$ cat config.mk
export PLATFORM = sky130hd
export DESIGN_NAME = ssms_ram
export DESIGN_NICKNAME = d
export VERILOG_FILES = /design/src/ssms_ram.sv
export SDC_FILE = /design/constraint.sdc
export NUM_CORES = 1
export LEC_CHECK = 0
export BUFFER_PORTS_ARGS = -buffer_cell sky130_fd_sc_hd__buf_2
export CORE_MARGIN = 2
export CORE_UTILIZATION = 45
export CTS_CLUSTER_SIZE = 12
export DETAILED_ROUTE_END_ITERATION = 6
export PLACE_DENSITY_LB_ADDON = 0.05
export RECOVER_POWER = 100
export SYNTH_ARGS = -nofsm -noshare
export SYNTH_HDL_FRONTEND = slang
export SYNTH_SLANG_ARGS = --single-unit
$ cat constraint.sdc
create_clock -name i_clk -period 1.7 [get_ports i_clk]
set_input_delay 0.17 -clock i_clk [delete_from_list [all_inputs] [get_ports i_clk]]
set_output_delay 0.17 -clock i_clk [all_outputs]
set_load 0.01 [all_outputs]
$ cat src/ssms_ram.sv
// ============================================================================
// Sorted sparse matrix store - generic RAM
// One write port and one read port, read data registered.
// ============================================================================
module ssms_ram #(
    parameter int WIDTH = 8,
    parameter int DEPTH = 16,
    parameter int AW    = (DEPTH > 1) ? $clog2(DEPTH) : 1
) (
    input  logic             i_clk,
    input  logic             i_we,
    input  logic [AW-1:0]    i_wr_addr,
    input  logic [WIDTH-1:0] i_wr_data,
    input  logic [AW-1:0]    i_rd_addr,
    output logic [WIDTH-1:0] o_rd_data
);

    logic [WIDTH-1:0] r_mem [DEPTH];

    always_ff @(posedge i_clk) begin
        if (i_we) begin
            r_mem[i_wr_addr] <= i_wr_data;
        end
        o_rd_data <= r_mem[i_rd_addr];
    end

endmodule

Yosys cells after proc, flatten, opt, wreduce, memory -nomap -nowiden. Memories as Yosys holds them, arrays and structs flattened. A register that Yosys moved wholly into a read port is not among the register bits. Index checks and enable logic that the tools add are counted. Widths: inputs -> output; s select.

Register bits: 0. Memory bits (writable): 128. Input port bits: 18. Word-level logic and storage cells: 3. Memories: 1.

Mux-type cells: 2.

Memory list: r_mem (depth 16, bits a word 8, rd ports 1, clocked after memory_dff 1, write ports 1, RTL line 18) `logic [WIDTH-1:0] r_mem [DEPTH];`.

Operators by type and width (count): $mux 1 (2).

Logic depth before layout (Yosys ltp). Gate-level depths: netlist (run 1).

Word-level depth: 2. Depth in mapped cells: 5.

Worst setup path after synthesis (run 1). OpenSTA, ideal clock, no wires.

Path kind: input -> register. Start point: in i_wr_addr[2]. End point: mem r_mem[0][0] (enable). Arrival: 1280 ps. Path slack: 37 ps. Stages on the path: 2. Buffers on the path: 0. Path through: or3b_2 > nor3_1.

RTL lines: start, declared (RTL line 12) `input logic [AW-1:0] i_wr_addr,`; end, declared (RTL line 18).

No word-level cell before the write port.

Worst setup path after layout (run 1).
Start point: in i_wr_addr[2]. End point: mem r_mem[0][6] (enable).

No word-level cell before the write port.

==> results of run 1 <==
-- worst paths after layout --
kind / start / end / slack [ps] / cells after the start
max: i_wr_addr[2] / r_mem[0][6] / 290 / 4
min: i_wr_data[0] / r_mem[3][0] / 260 / 1
max reg2reg: r_mem[1][1] / o_rd_data[1] / 300 / 3
min reg2reg: r_mem[7][3] / o_rd_data[3] / 680 / 3
-- final cells by class --
type | count | area [um^2]
Fill cell | 903 | 5190
Sequential cell | 136 | 4000
Multi-Input combinational cell | 83 | 1060
Clock buffer | 17 | 425
Timing Repair Buffer | 46 | 229
Clock inverter | 15 | 183
Tap cell | 143 | 179
-- logic make-up (layout without fill, tap and decap cells) --
group                  after synthesis  count (layout)  synth area share, %
muxes                               32              32                 15.0
and+or+nand+nor                     35              35                 3.18
buffers and inverters               10              78                 1.68
DFF                                136             136                 77.8
AOI/OAI and AO/OA                   16              16                 2.33
-- Yosys cell counts --
| library cell | instances | area [um^2] |
|---|---|---|
| mux4_2 | 18 | 405 |
| nand3b_1 | 2 | 15.0 |
| and2b_1 | 1 | 7.51 |
| buf_6 | 3 | 33.8 |
| nor2b_1 | 1 | 6.26 |
| buf_2 | 3 | 15.0 |
| nand2_1 | 9 | 33.8 |
| nor3_1 | 4 | 20.0 |
| dfxtp_1 | 8 | 160 |
| clkdlybuf4s25_2 | 3 | 30.0 |
| a22oi_1 | 16 | 120 |
| nor2_1 | 13 | 48.8 |
| edfxtp_1 | 128 | 3840 |
| and2_1 | 1 | 6.26 |
| or3b_2 | 1 | 8.76 |
| nand3_1 | 1 | 5.00 |
| nand2b_1 | 2 | 12.5 |
| mux4_1 | 14 | 368 |
| buf_4 | 1 | 7.51 |
-- state kept, by name (all words and copies together) (netlist names) --
signal,flops
r_mem,128
o_rd_data,8
-- routing by layer --
layer | vias to the layer above | routed length, um
li1 | 1082 | -
met1 | 1268 | 4460
met2 | 63 | 4780
met3 | 11 | 436
met4 | 0 | 119
met5 | - | 0
-- worst reg2reg max path: cells and delay by family (launching register included) --
kind / cells / cell delay (ps)
muxes: 1 / 520
DFF: 1 / 340
AOI/OAI and AO/OA: 1 / 330
and+or+nand+nor: 1 / 90
-- metrics by stage --
stage | cell area, um^2 | worst slack, ps | hold WS (ps) | util (%)
after floorplan | 5150 | 37.1 | 269 | -
after CTS | 6170 | 284 | 137 | 54.7
after detailed placement | 5560 | 73.6 | 570 | 49.3
final | 6080 | 285 | 261 | 53.9
after global placement | 5560 | 70.7 | 563 | 49.3
after global routing | 6080 | 146 | 290 | 53.9
-- power groups by stage --
stage	registers (mW)	logic [mW]	clock network (mW)
global placement	3.84	0.361	0
global route	3.78	0.375	3.97
detailed placement	3.84	0.365	0
finish	3.77	0.340	3.73
floorplan	3.84	0.190	0
CTS	3.77	0.366	3.80
==> impl_metrics.json, run 1 <==
{
  "grtUsageTotal_pct": 17.2,
  "finalMaxSlewViolations": 0,
  "power.switching_mw": 1.53,
  "critical_path_class": "in2reg",
  "cts_setup_buffers": 0,
  "drc": 0,
  "root_buffer": "clkbuf_16",
  "leakagePower_nw": 1.97,
  "synthesis.nets": 247,
  "drtPass1Iterations": 4,
  "clk_pin_slew_ps": 60,
  "vias_per_cell": 5.51,
  "final_nets": 302,
  "insertion_delay_ps": 410,
  "slew_headroom_pct": 49.6,
  "drtAntennaViolNets": 0,
  "num_vias": 2424,
  "layout_common_cells": "edfxtp_1, clkbuf_1, mux4_2",
  "crit_arrival_ps": 1450,
  "rsz0062_at_grt": "false",
  "place.gp.congestion": 0.700,
  "critical-path-slowest-cell": "or3b_2",
  "worst_pin_slew_ps": 756,
  "grt_overflow": 0,
  "synth_cell_types": 19,
  "globalRouteMet3Util_pct": 4.87,
  "setup_tns_ps": 0,
  "finalSetupViolCount": 0,
  "fp.dieH_um": 111,
  "crit_required_ps": 1740,
  "critical_path.max_stage_delay_ps": 510,
  "h-tree-depth": 4,
  "port_buffers": 25,
  "finalNonFillerCells": 440,
  "p_total_mw": 7.84,
  "pwr-share-comb_pct": 4.3,
  "critPathMaxFanout": 8,
  "p_seq_share_pct": 48.1,
  "final_common_cell": "edfxtp_1",
  "grt_max_degree": 33,
  "layout_min_cycle_time_ps": 1410,
  "cts_tree": "yes",
  "diodes": 0,
  "cts_buffers": 17,
  "initial_utilization_pct": 45.7,
  "busiest_layer": "met2",
  "drt_iter0_markers": 139,
  "clkPwrFrac_pct": 47.5,
  "drt-total-wl_um": 9800,
  "crit_chain": "clkbuf_1 > or3b_2 > nor3_1 > clkbuf_1",
  "hp-class": "in2reg",
  "use_met1_pct": 23.8,
  "drive_gt1_share_pct": 18.5,
  "hold_buffers": 0,
  "ys_warn_count": 0,
  "antenna_found_initial": 0,
  "synth.avg_cell_area_um2": 22.5,
  "status": "complete, no violations",
  "dieArea_um2": 12300,
  "core_um2": 11300,
  "dp_cells": 408,
  "finalCritPeriodShare_pct": 83.2,
  "p_int_mw": 6.32,
  "die_x_um": 111,
  "swShare_pct": 19.5,
  "fin_skew_ps": 5.26,
  "hold_viol_final": 0,
  "critPathMostFrequentCell": "clkbuf_1",
  "clk_path_buf_depth": 2,
  "wl_per_cell_um": 22.3,
  "ys_seq_area_share_pct": 77.8,
  "hpwl_um": 6240,
  "ys_ff_latch": 136,
  "vdd_drop_max_mv": 0.550,
  "grt_pass1_wl_um": 15200,
  "rows": 39,
  "start_kind": "primary input",
  "cts_sinks": 136,
  "endpoint_kind": "flop",
  "powerDensity_nw_per_um2": 1290,
  "path_buf_inv": 2,
  "post_cts_resized": 0,
  "drv_cap": 0,
  "synth_area_um2": 5150,
  "max_clock_freq_mhz": 707,
  "io_pins": 26,
  "syn2layout_area_growth_pct": 18.1,
  "met2_usage_pct": 26.8,
  "syn_inst": 229,
  "path_delay_family": "simple AND/OR/NAND/NOR gates",
  "first_global_vias": 2541
}
Power figures use the tool's default switching activity.
==> run 2, diff against run 1 <==
==> constraint.sdc (replaced) <==
create_clock -name i_clk -period 1.3 [get_ports i_clk]
set_input_delay 0.13 -clock i_clk [delete_from_list [all_inputs] [get_ports i_clk]]
set_output_delay 0.13 -clock i_clk [all_outputs]
set_load 0.01 [all_outputs]
==> impl_metrics.json, run 2 (synthesized netlist as in run 1, its figures left out) <==
{
  "crit_chain": "mux4_2 > a22oi_2 > buf_4 > nand2_2",
  "fin_hold_ws_ps": 221,
  "vias_per_cell": 5.49,
  "largest_reg_flops": 128,
  "port_buffers": 25,
  "finalNonFillerCells": 461,
  "drtAntennaViolNets": 0,
  "top_regs": "r_mem (128), o_rd_data (8)",
  "insertion_delay_ps": 410,
  "drc": 0,
  "start_kind": "flop",
  "max_clock_freq_mhz": 737,
  "h-tree-depth": 4,
  "num_vias": 2533,
  "drt-total-wl_um": 10300,
  "cts_setup_buffers": 0,
  "leakagePower_nw": 2.05,
  "die_x_um": 111,
  "finalCritPeriodShare_pct": 104,
  "grtUsageTotal_pct": 18.2,
  "final_common_cell": "edfxtp_1",
  "vdd_drop_max_mv": 0.839,
  "io_pins": 26,
  "slew_headroom_pct": 33.1,
  "clk_pin_slew_ps": 60,
  "power.switching_mw": 1.98,
  "rows": 39,
  "endpoint_kind": "flop",
  "r2r_slack_ps": -60,
  "core_um2": 11300,
  "hp-class": "in2reg",
  "finalMaxSlewViolations": 0,
  "place.gp.congestion": 0.733,
  "worst_pin_slew_ps": 999,
  "cts_sinks": 136,
  "clkPwrFrac_pct": 45.8,
  "wl_per_cell_um": 22.3,
  "drtPass1Iterations": 4,
  "critPathMaxFanout": 1,
  "fill_cells": 875,
  "critical-path-slowest-cell": "mux4_2",
  "pwr-share-comb_pct": 5.1,
  "layout_common_cells": "edfxtp_1, clkbuf_1, mux4_2",
  "swShare_pct": 19.6,
  "fp.dieH_um": 111,
  "placedInstanceArea_um2": 5770,
  "diodes": 0,
  "powerDensity_nw_per_um2": 1620,
  "clk_path_buf_depth": 2,
  "hold_viol_final": 0,
  "finalSetupViolCount": 4,
  "root_buffer": "clkbuf_16",
  "initial_utilization_pct": 45.7,
  "grt_max_degree": 17,
  "fin_area_um2": 6220,
  "fin_util_pct": 55.1,
  "violations": "setup timing",
  "status": "complete, but fails checks",
  "fin_skew_ps": 4.48,
  "cts_buffers": 17,
  "crit_required_ps": 1600,
  "critical_path_class": "reg2reg",
  "grt_overflow": 0,
  "p_seq_share_pct": 49.0,
  "top_register": "r_mem",
  "rsz0062_at_grt": "true",
  "dieArea_um2": 12300,
  "worst_slack_ps": -57.3,
  "cts_tree": "yes",
  "drt_iter0_markers": 204,
  "drive_gt1_share_pct": 28.0,
  "hpwl_um": 6980,
  "grt_pass1_wl_um": 15600,
  "p_int_mw": 8.09,
  "drv_cap": 0,
  "syn2layout_area_growth_pct": 20.8,
  "crit_arrival_ps": 1660,
  "p_total_mw": 10.1,
  "layout_min_cycle_time_ps": 1360,
  "critical_path.max_stage_delay_ps": 470,
  "first_global_vias": 2601,
  "dp_cells": 429,
  "final_nets": 323,
  "antenna_found_initial": 0
}
## run 2: cell count changes in the layout (fill, tap and decap cells not counted), moves of 3 or more
| cell | previous run | this run |
|---|---|---|
| clkbuf_8 | 0 | 3 |
| clkbuf_1 | 37 | 42 |
| buf_12 | 3 | 6 |
| a22oi_2 | 0 | 5 |
| clkinv_2 | 1 | 4 |
| clkbuf_2 | 0 | 7 |
| a22oi_1 | 16 | 11 |
| clkinv_1 | 5 | 0 |
| buf_4 | 0 | 8 |
| mux4_2 | 18 | 25 |
| mux4_1 | 14 | 7 |
## run 2: path summary, 6_finish.rpt
check          startpoint            to  depth (start not counted)
max           r_mem[0][7]  o_rd_data[7]                          4
min          i_wr_data[5]   r_mem[8][5]                          1
max reg2reg   r_mem[0][7]  o_rd_data[7]                          4
min reg2reg  r_mem[13][5]  o_rd_data[5]                          3
## run 2: cell type report
type / count / area (um^2) / share of cell area (%)
timing repair buffer: 67 / 398 / 6.40
multi-input combinational: 83 / 1060 / 17.0
sequential: 136 / 4000 / 64.4
tap: 143 / 179 / 2.88
clock inverter: 8 / 95.1 / 1.53
clock buffer: 24 / 482 / 7.75
## run 2: worst max-delay path, delay by kind of cell, from the launching register on
kind / cells / cell delay (ps)
AO/OA/AOI/OAI: 1 / 190
multiplexers: 1 / 470
buffers and inverters: 1 / 170
flip-flops: 1 / 370
AND/OR/NAND/NOR: 1 / 50
## run 2: per-stage QoR
stage	setup WS, ps	TNS (ps)
after floorplan	-96.1	-2940
after detailed placement	-306	-6200
final	-57.3	-125
after CTS	-53.0	-152
after global routing	-113	-395
after global placement	-317	-6180
## run 2: repair_timing
item                                    CTS  global route
pin swaps                                 5             2
endpoints found under the setup margin    7             7
gates resized for setup                   7             6
endpoints found under the hold margin     0             0
hold buffers                              0             0
## run 2: power by group through the flow
stage | clock [mW] | combinational [mW] | sequential [mW]
6_report | 4.62 | 0.518 | 4.93
5_1_grt | 4.89 | 0.562 | 4.94
3_3_place_gp | 0 | 0.534 | 5.02
2_1_floorplan | 0 | 0.250 | 5.03
4_1_cts | 4.71 | 0.549 | 4.93
3_5_place_dp | 0 | 0.538 | 5.02
## run 2: layer usage
layer	track usage, %	part of all wire, %
met1	26.2	49
met5	0	0
met3	5.80	4.0
met2	26.3	46
met4	6.50	1.3
==> run 3, diff against run 2 <==
--- a/config.mk
+++ b/config.mk
@@ -7,11 +7,11 @@
 export LEC_CHECK = 0
 export BUFFER_PORTS_ARGS = -buffer_cell sky130_fd_sc_hd__buf_2
 export CORE_MARGIN = 2
-export CORE_UTILIZATION = 45
+export CORE_UTILIZATION = 40
 export CTS_CLUSTER_SIZE = 12
 export DETAILED_ROUTE_END_ITERATION = 6
-export PLACE_DENSITY_LB_ADDON = 0.05
 export RECOVER_POWER = 100
+export SKIP_CTS_REPAIR_TIMING = 1
 export SYNTH_ARGS = -nofsm -noshare
 export SYNTH_HDL_FRONTEND = slang
 export SYNTH_SLANG_ARGS = --single-unit
==> impl_metrics.json, run 3 (synthesized netlist as in run 1, its figures left out) <==
{
  "wl_per_cell_um": 20.3,
  "slew_headroom_pct": 46.1,
  "fp.dieH_um": 117,
  "finalMaxSlewViolations": 0,
  "crit_arrival_ps": 1580,
  "grt_overflow": 0,
  "hp-class": "in2reg",
  "drive_gt1_share_pct": 28.7,
  "layout_min_cycle_time_ps": 1290,
  "antenna_found_initial": 0,
  "cts_sinks": 136,
  "critical-path-slowest-cell": "mux4_2",
  "rows": 41,
  "port_buffers": 25,
  "cts_buffers": 17,
  "first_global_vias": 2594,
  "core_um2": 12600,
  "endpoint_kind": "flop",
  "start_kind": "flop",
  "critical_path_class": "reg2reg",
  "final_nets": 312,
  "worst_pin_slew_ps": 806,
  "die_x_um": 117,
  "grt_pass1_wl_um": 14800,
  "diodes": 0,
  "layout_common_cells": "edfxtp_1, clkbuf_1, mux4_2",
  "vdd_drop_max_mv": 0.981,
  "h-tree-depth": 4,
  "vias_per_cell": 5.08,
  "dieArea_um2": 13800,
  "clk_pin_slew_ps": 60,
  "finalSetupViolCount": 0,
  "initial_utilization_pct": 41.0,
  "top_register": "r_mem",
  "cts_tree": "yes",
  "io_pins": 26,
  "status": "complete, no violations",
  "crit_required_ps": 1590,
  "finalCritPeriodShare_pct": 99.5,
  "largest_reg_flops": 128,
  "drtPass1Iterations": 4,
  "p_total_mw": 10.5,
  "fin_skew_ps": 7.22,
  "fin_util_pct": 49.4,
  "crit_chain": "mux4_2 > a22oi_1 > nand2_1",
  "hpwl_um": 6400,
  "num_vias": 2432,
  "top_regs": "r_mem (128), o_rd_data (8)",
  "clk_path_buf_depth": 2,
  "root_buffer": "clkbuf_16",
  "syn2layout_area_growth_pct": 20.7,
  "critPathMaxFanout": 1,
  "insertion_delay_ps": 410,
  "grt_max_degree": 17,
  "drc": 0,
  "hold_viol_final": 0,
  "drv_cap": 0,
  "grtUsageTotal_pct": 15.0,
  "final_common_cell": "edfxtp_1",
  "drt_iter0_markers": 214,
  "place.gp.congestion": 0.719,
  "rsz0062_at_grt": "true",
  "drtAntennaViolNets": 0,
  "critical_path.max_stage_delay_ps": 460,
  "leakagePower_nw": 2.02,
  "powerDensity_nw_per_um2": 1690,
  "max_clock_freq_mhz": 773,
  "drt-total-wl_um": 9740
}
==> run 3: worst max-delay path: cells and delay by family (launching register included) <==
kind | cells | cell delay (ps)
multiplexers | 1 | 460
flip-flops | 1 | 370
AND/OR/NAND/NOR | 1 | 70
AO/OA/AOI/OAI | 1 | 270
==> run 3: final timing paths <==
kind                     start      endpoint  slack [ps]  depth (start not counted)
hold reg to reg   r_mem[12][0]  o_rd_data[0]         660                          3
setup / recovery  r_mem[11][6]  o_rd_data[6]           6                          3
setup reg to reg  r_mem[11][6]  o_rd_data[6]           6                          3
hold / removal    i_wr_data[5]   r_mem[5][5]         260                          1
==> run 3: per-stage QoR <==
stage	std cells	hold slack [ps]	instance area (um^2)	TNS, ps	setup slack [ps]
3_3_place_gp	447	523	5690	-4790	-285
4_1_cts	479	101	6330	-223	-87.8
6_report	479	259	6210	0	5.91
3_5_place_dp	447	528	5690	-5200	-294
5_1_grt	479	298	6210	-54.8	-17.3
2_1_floorplan	229	229	5160	-2940	-96.1
==> run 3: power by group <==
group,switching (mW),internal [mW]
clock network,1.69,3.43
registers,0.0299,4.91
logic,0.269,0.201
total,1.99,8.53
==> run 3: per-layer routing <==
metal  GRT usage (%)  part of all wire [%]
met5               0                     0
met3            4.67                   5.9
met1            19.2                    43
met2            24.3                    50
met4            5.42                   1.1
==> run 3: final cells by class <==
class | instances | area [um^2]
fillers | 1064 | 6360
multi-input cells | 83 | 1060
flip-flops and latches | 136 | 4000
clock buffers | 18 | 439
repair buffers | 56 | 293
well taps | 172 | 215
clock inverters | 14 | 204
